==> config.mk <==
export PLATFORM = sky130hd
export DESIGN_NAME = pbc_face
export DESIGN_NICKNAME = d
export VERILOG_FILES = /design/src/sv/pbc_pkg.sv /design/src/sv/pbc_face.sv
export SDC_FILE = /design/constraint.sdc
export NUM_CORES = 1
export LEC_CHECK = 0
export BUFFER_PORTS_ARGS = -buffer_cell sky130_fd_sc_hd__buf_2
export CAP_MARGIN = 20
export CORE_AREA = 2 2 250 252
export DETAILED_ROUTE_END_ITERATION = 7
export DIE_AREA = 0 0 252 254
export SYNTH_ARGS = -nofsm -noshare
export SYNTH_HDL_FRONTEND = slang
export SYNTH_SLANG_ARGS = --single-unit
==> constraint.sdc <==
create_clock -name aclk -period 7.65 [get_ports aclk]
set_input_delay 0.765 -clock aclk [delete_from_list [all_inputs] [get_ports aclk]]
set_output_delay 0.765 -clock aclk [all_outputs]
set_load 0.005 [all_outputs]
==> src/sv/pbc_pkg.sv <==
// Shared types and constants for the point/box collision response pipeline.
// No dependencies; imported by every module of the block.
package pbc_pkg;

    // Position width (signed Q.8) and fixed widths of the register subfields
    localparam int COORD_BITS = 16;
    localparam int FIELD_W    = 16;
    localparam int CFG_W      = 3 * FIELD_W;
    localparam int CFG_IDX_W  = 3;

    // Datapath widths, each derived from the one before it
    localparam int DIFF_W  = COORD_BITS + 1;   // position minus centre
    localparam int PROD_W  = DIFF_W + FIELD_W; // difference times axis, Q.22
    localparam int LOC_W   = PROD_W + 2;       // sum of three products, Q.22
    localparam int RND_SH  = 10;               // Q.22 to Q.12
    localparam int ROUND_W = LOC_W - RND_SH;   // local coordinate, Q.12
    localparam int RPROD_W = ROUND_W + FIELD_W; // local times axis, Q.26
    localparam int RSUM_W  = RPROD_W + 2;      // world offset, Q.26
    localparam int WLD_SH  = 18;               // Q.26 to Q.8
    localparam int RSH_W   = RSUM_W - WLD_SH;  // world offset, Q.8
    localparam int WORLD_W = RSH_W + 1;        // centre plus offset

    // Register indexes
    typedef enum logic [CFG_IDX_W-1:0] {
        REG_CENTER     = 3'd0,
        REG_AXIS_X     = 3'd1,
        REG_AXIS_Y     = 3'd2,
        REG_AXIS_Z     = 3'd3,
        REG_HALF_SIZES = 3'd4,
        REG_MARGIN     = 3'd5
    } reg_idx_t;

    // Reset values: box at the origin, identity axes, half sizes 1.0, margin 1/256
    localparam logic [CFG_W-1:0]   CENTER_RST = 48'h0000_0000_0000;
    localparam logic [CFG_W-1:0]   AXIS_X_RST = 48'h0000_0000_4000;
    localparam logic [CFG_W-1:0]   AXIS_Y_RST = 48'h0000_4000_0000;
    localparam logic [CFG_W-1:0]   AXIS_Z_RST = 48'h4000_0000_0000;
    localparam logic [CFG_W-1:0]   HALF_RST   = 48'h0100_0100_0100;
    localparam logic [FIELD_W-1:0] MARGIN_RST = 16'h0001;

    typedef logic signed [COORD_BITS-1:0] coord_t;

    // Input transaction
    typedef struct packed {
        coord_t prev_x;
        coord_t prev_y;
        coord_t prev_z;
        coord_t next_x;
        coord_t next_y;
        coord_t next_z;
    } in_t;

    // Result transaction
    typedef struct packed {
        coord_t fixed_x;
        coord_t fixed_y;
        coord_t fixed_z;
        logic   pushed_out;
    } out_t;

    // Unpacked view of the configuration registers; element k is x, y, z
    typedef struct packed {
        logic [2:0][FIELD_W-1:0]       center;
        logic [2:0][2:0][FIELD_W-1:0]  axis;   // axis[j][k]: component k of local axis j
        logic [2:0][FIELD_W-1:0]       half;
        logic [FIELD_W-1:0]            margin;
    } cfg_t;

    // Projection stage to face decision stage
    typedef struct packed {
        logic                          same;
        logic [2:0][LOC_W-1:0]         lp;
        logic [2:0][LOC_W-1:0]         lq;
        logic [2:0][COORD_BITS-1:0]    nxt;
    } proj_t;

    // Face decision stage to reconstruction stage
    typedef struct packed {
        logic                          push;
        logic [2:0][ROUND_W-1:0]       loc;
        logic [2:0][COORD_BITS-1:0]    nxt;
    } face_t;

endpackage

==> src/sv/pbc_face.sv <==
// Box hit test, entry face selection and local push-out coordinates (one stage).
// Depends on pbc_pkg.
module pbc_face
    import pbc_pkg::*;
(
    input  logic  aclk,
    input  logic  aresetn,
    input  cfg_t  cfg,
    input  logic  in_valid,
    output logic  in_ready,
    input  proj_t in_data,
    output logic  out_valid,
    input  logic  out_ready,
    output face_t out_data
);

    logic  valid_reg;
    face_t out_reg;
    face_t out_next;

    logic signed [LOC_W-1:0]   lp [3];
    logic signed [LOC_W-1:0]   lq [3];
    logic signed [LOC_W-1:0]   hq [3];
    logic signed [LOC_W-1:0]   nhq [3];
    logic signed [LOC_W-1:0]   lq_rnd [3];
    logic [2:0]                ins;
    logic [2:0]                across;
    logic [2:0]                enter_neg;
    logic [2:0]                enter_pos;
    logic                      hit;
    logic                      face_found;
    logic [1:0]                face_axis;
    logic                      face_neg;
    logic [FIELD_W:0]          dist_q8;
    logic signed [ROUND_W-1:0] push_dist;

    assign in_ready  = !valid_reg || out_ready;
    assign out_valid = valid_reg;
    assign out_data  = out_reg;

    // Slab tests against the half sizes, all strict
    always_comb begin
        for (int j = 0; j < 3; j++) begin
            lp[j]  = $signed(in_data.lp[j]);
            lq[j]  = $signed(in_data.lq[j]);
            hq[j]  = $signed({{(LOC_W-FIELD_W-14){1'b0}}, cfg.half[j], 14'b0});
            nhq[j] = -hq[j];
            ins[j]       = (lq[j] > nhq[j]) && (lq[j] < hq[j]);
            across[j]    = ((lq[j] < nhq[j]) && (lp[j] > hq[j]))
                        || ((lq[j] > hq[j]) && (lp[j] < nhq[j]));
            enter_neg[j] = ((lp[j] < nhq[j]) && (lq[j] > nhq[j]))
                        || ((lq[j] > hq[j]) && (lp[j] < nhq[j]));
            enter_pos[j] = ((lq[j] < hq[j]) && (lp[j] > hq[j]))
                        || ((lq[j] < nhq[j]) && (lp[j] > hq[j]));
            lq_rnd[j]    = lq[j] + $signed(LOC_W'(1) << (RND_SH - 1));
        end
        hit = (&ins)
           || (ins[1] && ins[2] && across[0])
           || (ins[2] && ins[0] && across[1])
           || (ins[0] && ins[1] && across[2]);
    end

    // Pick the entry face: x, y, z in turn, the last match wins
    always_comb begin
        face_found = 1'b0;
        face_axis  = 2'd0;
        face_neg   = 1'b0;
        for (int j = 0; j < 3; j++) begin
            if (enter_neg[j]) begin
                face_found = 1'b1;
                face_axis  = 2'(j);
                face_neg   = 1'b1;
            end
            if (enter_pos[j]) begin
                face_found = 1'b1;
                face_axis  = 2'(j);
                face_neg   = 1'b0;
            end
        end
    end

    // Local coordinates: kept ones rounded to Q.12, the pushed one at half plus margin
    always_comb begin
        dist_q8   = {1'b0, cfg.half[face_axis]} + {1'b0, cfg.margin};
        push_dist = $signed({{(ROUND_W-FIELD_W-5){1'b0}}, dist_q8, 4'b0});
        out_next.push = hit && face_found && !in_data.same;
        out_next.nxt  = in_data.nxt;
        for (int j = 0; j < 3; j++) begin
            if (face_axis == 2'(j)) begin
                out_next.loc[j] = face_neg ? -push_dist : push_dist;
            end else begin
                out_next.loc[j] = lq_rnd[j][LOC_W-1:RND_SH];
            end
        end
    end

    always_ff @(posedge aclk) begin
        if (!aresetn) begin
            valid_reg <= 1'b0;
        end else if (in_ready) begin
            valid_reg <= in_valid;
        end
    end

    always_ff @(posedge aclk) begin
        if (in_ready && in_valid) begin
            out_reg <= out_next;
        end
    end

endmodule

**Word level (Yosys, flattened, before mapping)**

Index checks and enable logic that the tools add are counted.
W data, S select, Z words.

- Register bits: 125
- Input bits: 519
- Output and inout bits: 126
- Word-level logic and storage cells: 99

- Add/subtract/negate cells: 8
- $lt $le $gt $ge: 19
- Equality and inequality tests: 2
- Multiplexer cells: 21
- Reduce and logical (&&, ||, !) cells: 41

Operators with widths:

| cell | number |
|---|---|
| $gt A35 B31 Y1 | 6 |
| $lt A35 B35 Y1 | 6 |
| $add A35 B11 Y35 const B | 3 |
| $gt A35 B35 Y1 | 3 |
| $lt A35 B31 Y1 | 3 |
| $neg A30 Y35 | 3 |
| $mux W25 | 4 |
| $bmux W16 S2 | 1 |
| $neg A21 Y25 | 1 |
| $logic_and A1 B1 Y1 | 24 |
| $add A16 B16 Y17 | 1 |
| $mux W16 | 1 |
| $logic_or A1 B1 Y1 | 13 |
| $mux W1 | 12 |
| $mux W2 | 3 |
| $lt A2 B3 Y1 const B | 1 |
| $reduce_and A3 Y1 | 1 |
| $eq A2 B1 Y1 const B | 1 |
| $eq A2 B2 Y1 const B | 1 |
| $logic_not A1 Y1 | 2 |
| $logic_not A2 Y1 | 1 |

**Longest topological paths before layout**

- Depth after elaboration: 14
- Gate-level depth with buffers: 34

**Worst setup path before layout**

OpenSTA, ideal clock, no wires.

- Kind: in2reg
- Start: input cfg[42] (netlist bit)
- End: register out_reg, in the netlist out_data[95] (data pin)
- Setup time: 0.261 ns
- Data arrival time: 7.337 ns
- Data required time: 7.389 ns
- Path slack: 0.051 ns
- Stages on the path: 31
- Buffers on the path: 3
- Path through: clkbuf_1 > nor4_1 > nand3_1 > or4_1 > nor2_1 > ha_1 > and3_1 > nand4_1 > o41a_1 > a41o_1 > a211oi_1 > nor2_1 > nor2_2 > clkbuf_1 > nor2_1 > a21oi_1 > o21ai_0 > ha_1 > clkbuf_1 > and3b_1 > a21oi_1 > nand4_1 > a2111o_1 > nor4_1 > nand4b_1 > nor2_1 > nand4b_1 > or2_2 > nor2b_1 > nor3_1 > nor2_1

RTL lines:

| item | RTL line | RTL |
|---|---|---|
| start, declared | pbc_face.sv:8 | `input cfg_t cfg,` |
| end signal, assigned | pbc_face.sv:107 | `out_reg <= out_next;` |
| end, declared | pbc_face.sv:18 | `face_t out_reg;` |

==> metrics.cfg <==
[floorplanning]
die-width_um=252
floorplan.io_pins=645
die_h_um=254
design.die.area_mm2=0.0640
initial_core_util_pct=22.8
fp-row-count=91
core-area_mm2=0.0613

[synth]
yosysUniqueCellTypes=78
sequential_area_share_after_synthesis_pct=26.8
synth_area_leader_cell=edfxtp_1
synthTopCellsByArea=edfxtp_1 (27%), ha_1 (21%), xnor2_1 (6.4%)
yosysWarningCount=0
number_of_enable_flip_flop_cells_after_synthesis=124
synth.ff_latch_count=125
synth_most_common_cell=ha_1
synthArstFlopShare_pct=0
synth_area_mm2=0.0140
synthesis.nets=2358
syn_area_cell_um2=8.72
synth_commonest_cells=ha_1 (236), nor2_1 (165), a21oi_1 (125), edfxtp_1 (124), nand2_1 (108)
synthFlopType=edfxtp_1
post_synth_inst_count=1602
synth_top_area_share_pct=26.6

[placement]
placed_cells_incl_taps=2991
port_buffers=452
pre_cts_ws_ns=-0.505
dp.final_hpwl_um=53000
gpl.final_weighted_congestion=0.931

[worst_setup_path]
critical_path.max_fanout=5
max_stage_delay_ns=0.59
crit_type=primary input to register
critPathRequiredTime_ns=7.81
critPathMostFrequentCell=buf_4
timing.critical_path.arrival_ns=7.48
crit_path_end_kind=register
start_kind=primary input
cpMaxStageDelayCell=or4_4

[drt]
ratio_of_routed_vias_to_standard_cells=4.79
drt_first_pass_iters=5
drc_errors=0
routed_wirelength_um=61200
wl_per_cell_um=20.2
number_of_violations_reported_at_the_end_of_detailed_routing_iteration_0=873
vias=14500
antenna_violating_nets_post_route=0

[power]
vdd_drop_max_mv=0.171
power_per_cell_area_mw_per_mm2=155
power.total_mw=2.98
power_leakage_nw=8.67

[sta]
slew-limit-headroom_pct=29.0
hold_violations=0
finClkSkew_ns=0.00774
final_critical_path_setup_slack_ns=0.329
final_max_slew_viol_count=0
fin_tns_setup_ns=0
final.min_clock_period_ns=7.32
hold-worst-slack_ns=0.475
tightest_slew_ns=1.06
achievable-frequency_ghz=0.137
finalSetupViolations=0
period_share_pct=95.7

[clock_tree]
clock_latency_ns=0.46
cts.path.max_buffers=2
cts_max_level=4
cts-buffers-inserted=17
cts.reportedPaths.clkPinSlew_ns=0.06
clock-sinks=125
cts_root_buffer=clkbuf_16
tritoncts=done

[final_layout]
fin_cells=3028
area_growth_pct=37.3
share_of_cells_above_drive_strength_1_pct=32.4
finish.net_count=2979

[grt]
grt_pass1_wl_um=87200
grt_util_all_layers_pct=18.7
grt_antenna_before_repair=15
globalRoute.totalOverflow=0
vias_in_the_first_global_route=13900
grt_start_max_net_pins=75

[run]
maxCapViolations=0

[min_path]
hp-class=primary input to register

[status]
outcome=finished clean

==> through the flow <==
stage	area, µm²	util [%]
3_5_place_dp	18500	30.2
2_1_floorplan	14000	-
5_1_grt	19200	31.3
6_report	19200	31.3
4_1_cts	19000	31.1
3_3_place_gp	18500	30.2
==> power breakdown <==
part	switching, mW	leakage (nW)	internal (mW)
Combinational	0.728	7.19	0.560
Clock	0.352	0.271	0.477
Sequential	0.0199	1.21	0.839
==> per-layer routing <==
layer  track usage [%]  vias to the layer above  share of wire, %
met2              30.1                      527                44
met4              5.16                       20               2.1
met3              5.45                       73               8.3
met5                 0                        -              0.20
met1              24.2                     6645                45
li1                  -                     7244                 -
==> placed cells by master (no fill, tap or decap), types with 7 or more instances in the layout <==
master,count
buf_2,452
ha_1,235
buf_4,185
nor2_1,157
a21oi_1,124
edfxtp_1,124
nand2_1,107
xnor2_1,102
inv_1,88
nand3_1,74
o21ai_0,73
nor3_1,42
nand4_1,39
xor2_1,38
nor4_1,31
nor2b_1,30
a21o_1,26
and3_1,21
o21a_1,17
a211oi_1,17
clkbuf_16,17
a31oi_1,12
nand2b_1,10
o22ai_1,10
o211ai_1,9
or4_1,8
or2_2,8
nor2_2,7
and2_1,7
==> cells by family (layout without fill, tap and decap cells) <==
kind of cell	Yosys count	count (layout)	share of synthesized area, %
other	0	3	0
multiplexers	7	7	0.510
AO/OA/AOI/OAI	366	366	16.6
AND/OR/NAND/NOR	594	594	21.5
buffers and inverters	124	757	3.44
XOR/XNOR	145	145	9.58
adder cells (fa/ha/maj)	241	241	21.6
flip-flops	125	125	26.8
==> worst max-delay path, delay by kind of cell <==
family                     cells  cell delay [ns]
adders and majority gates      3             0.74
buffers and inverters         10             1.45
xor gates and xnor gates       2             0.45
AOI/OAI and AO/OA             13             2.31
and+or+nand+nor                9             1.75
==> final timing paths <==
check	depth (start not counted)	from	slack, ns	endpoint
min reg2reg	2	out_valid$_SDFFE_PN0N_	0.58	out_valid$_SDFFE_PN0N_
min	1	in_data[1]	0.48	out_data[1]$_DFFE_PP_
max	37	cfg[38]	0.33	out_data[67]$_DFFE_PP_
max reg2reg	3	out_valid$_SDFFE_PN0N_	5.25	out_data[40]$_DFFE_PP_
==> sequential cells by signal, indices dropped and copies added, names as in the netlist <==
register	flops
out_data	124
out_valid	1
==> repair_timing <==
item,in CTS,in global routing
cloned,0,0
setup buffers,0,3
endpoints found under the setup margin,2,25
pin swaps,0,13
resized for setup,1,29
hold buffers,0,0
==> final cells by class <==
type                       instances  area, µm²
antenna                            3       7.51
clock buffer                      17        425
sequential                       125       3740
multi-input combinational       1353       9880
timing repair buffer             638       3670
clock inverter                    14        144
inverter                          88        330
tap                              790        988
fill                            6602      42100
Power figures use the tool's default switching activity.
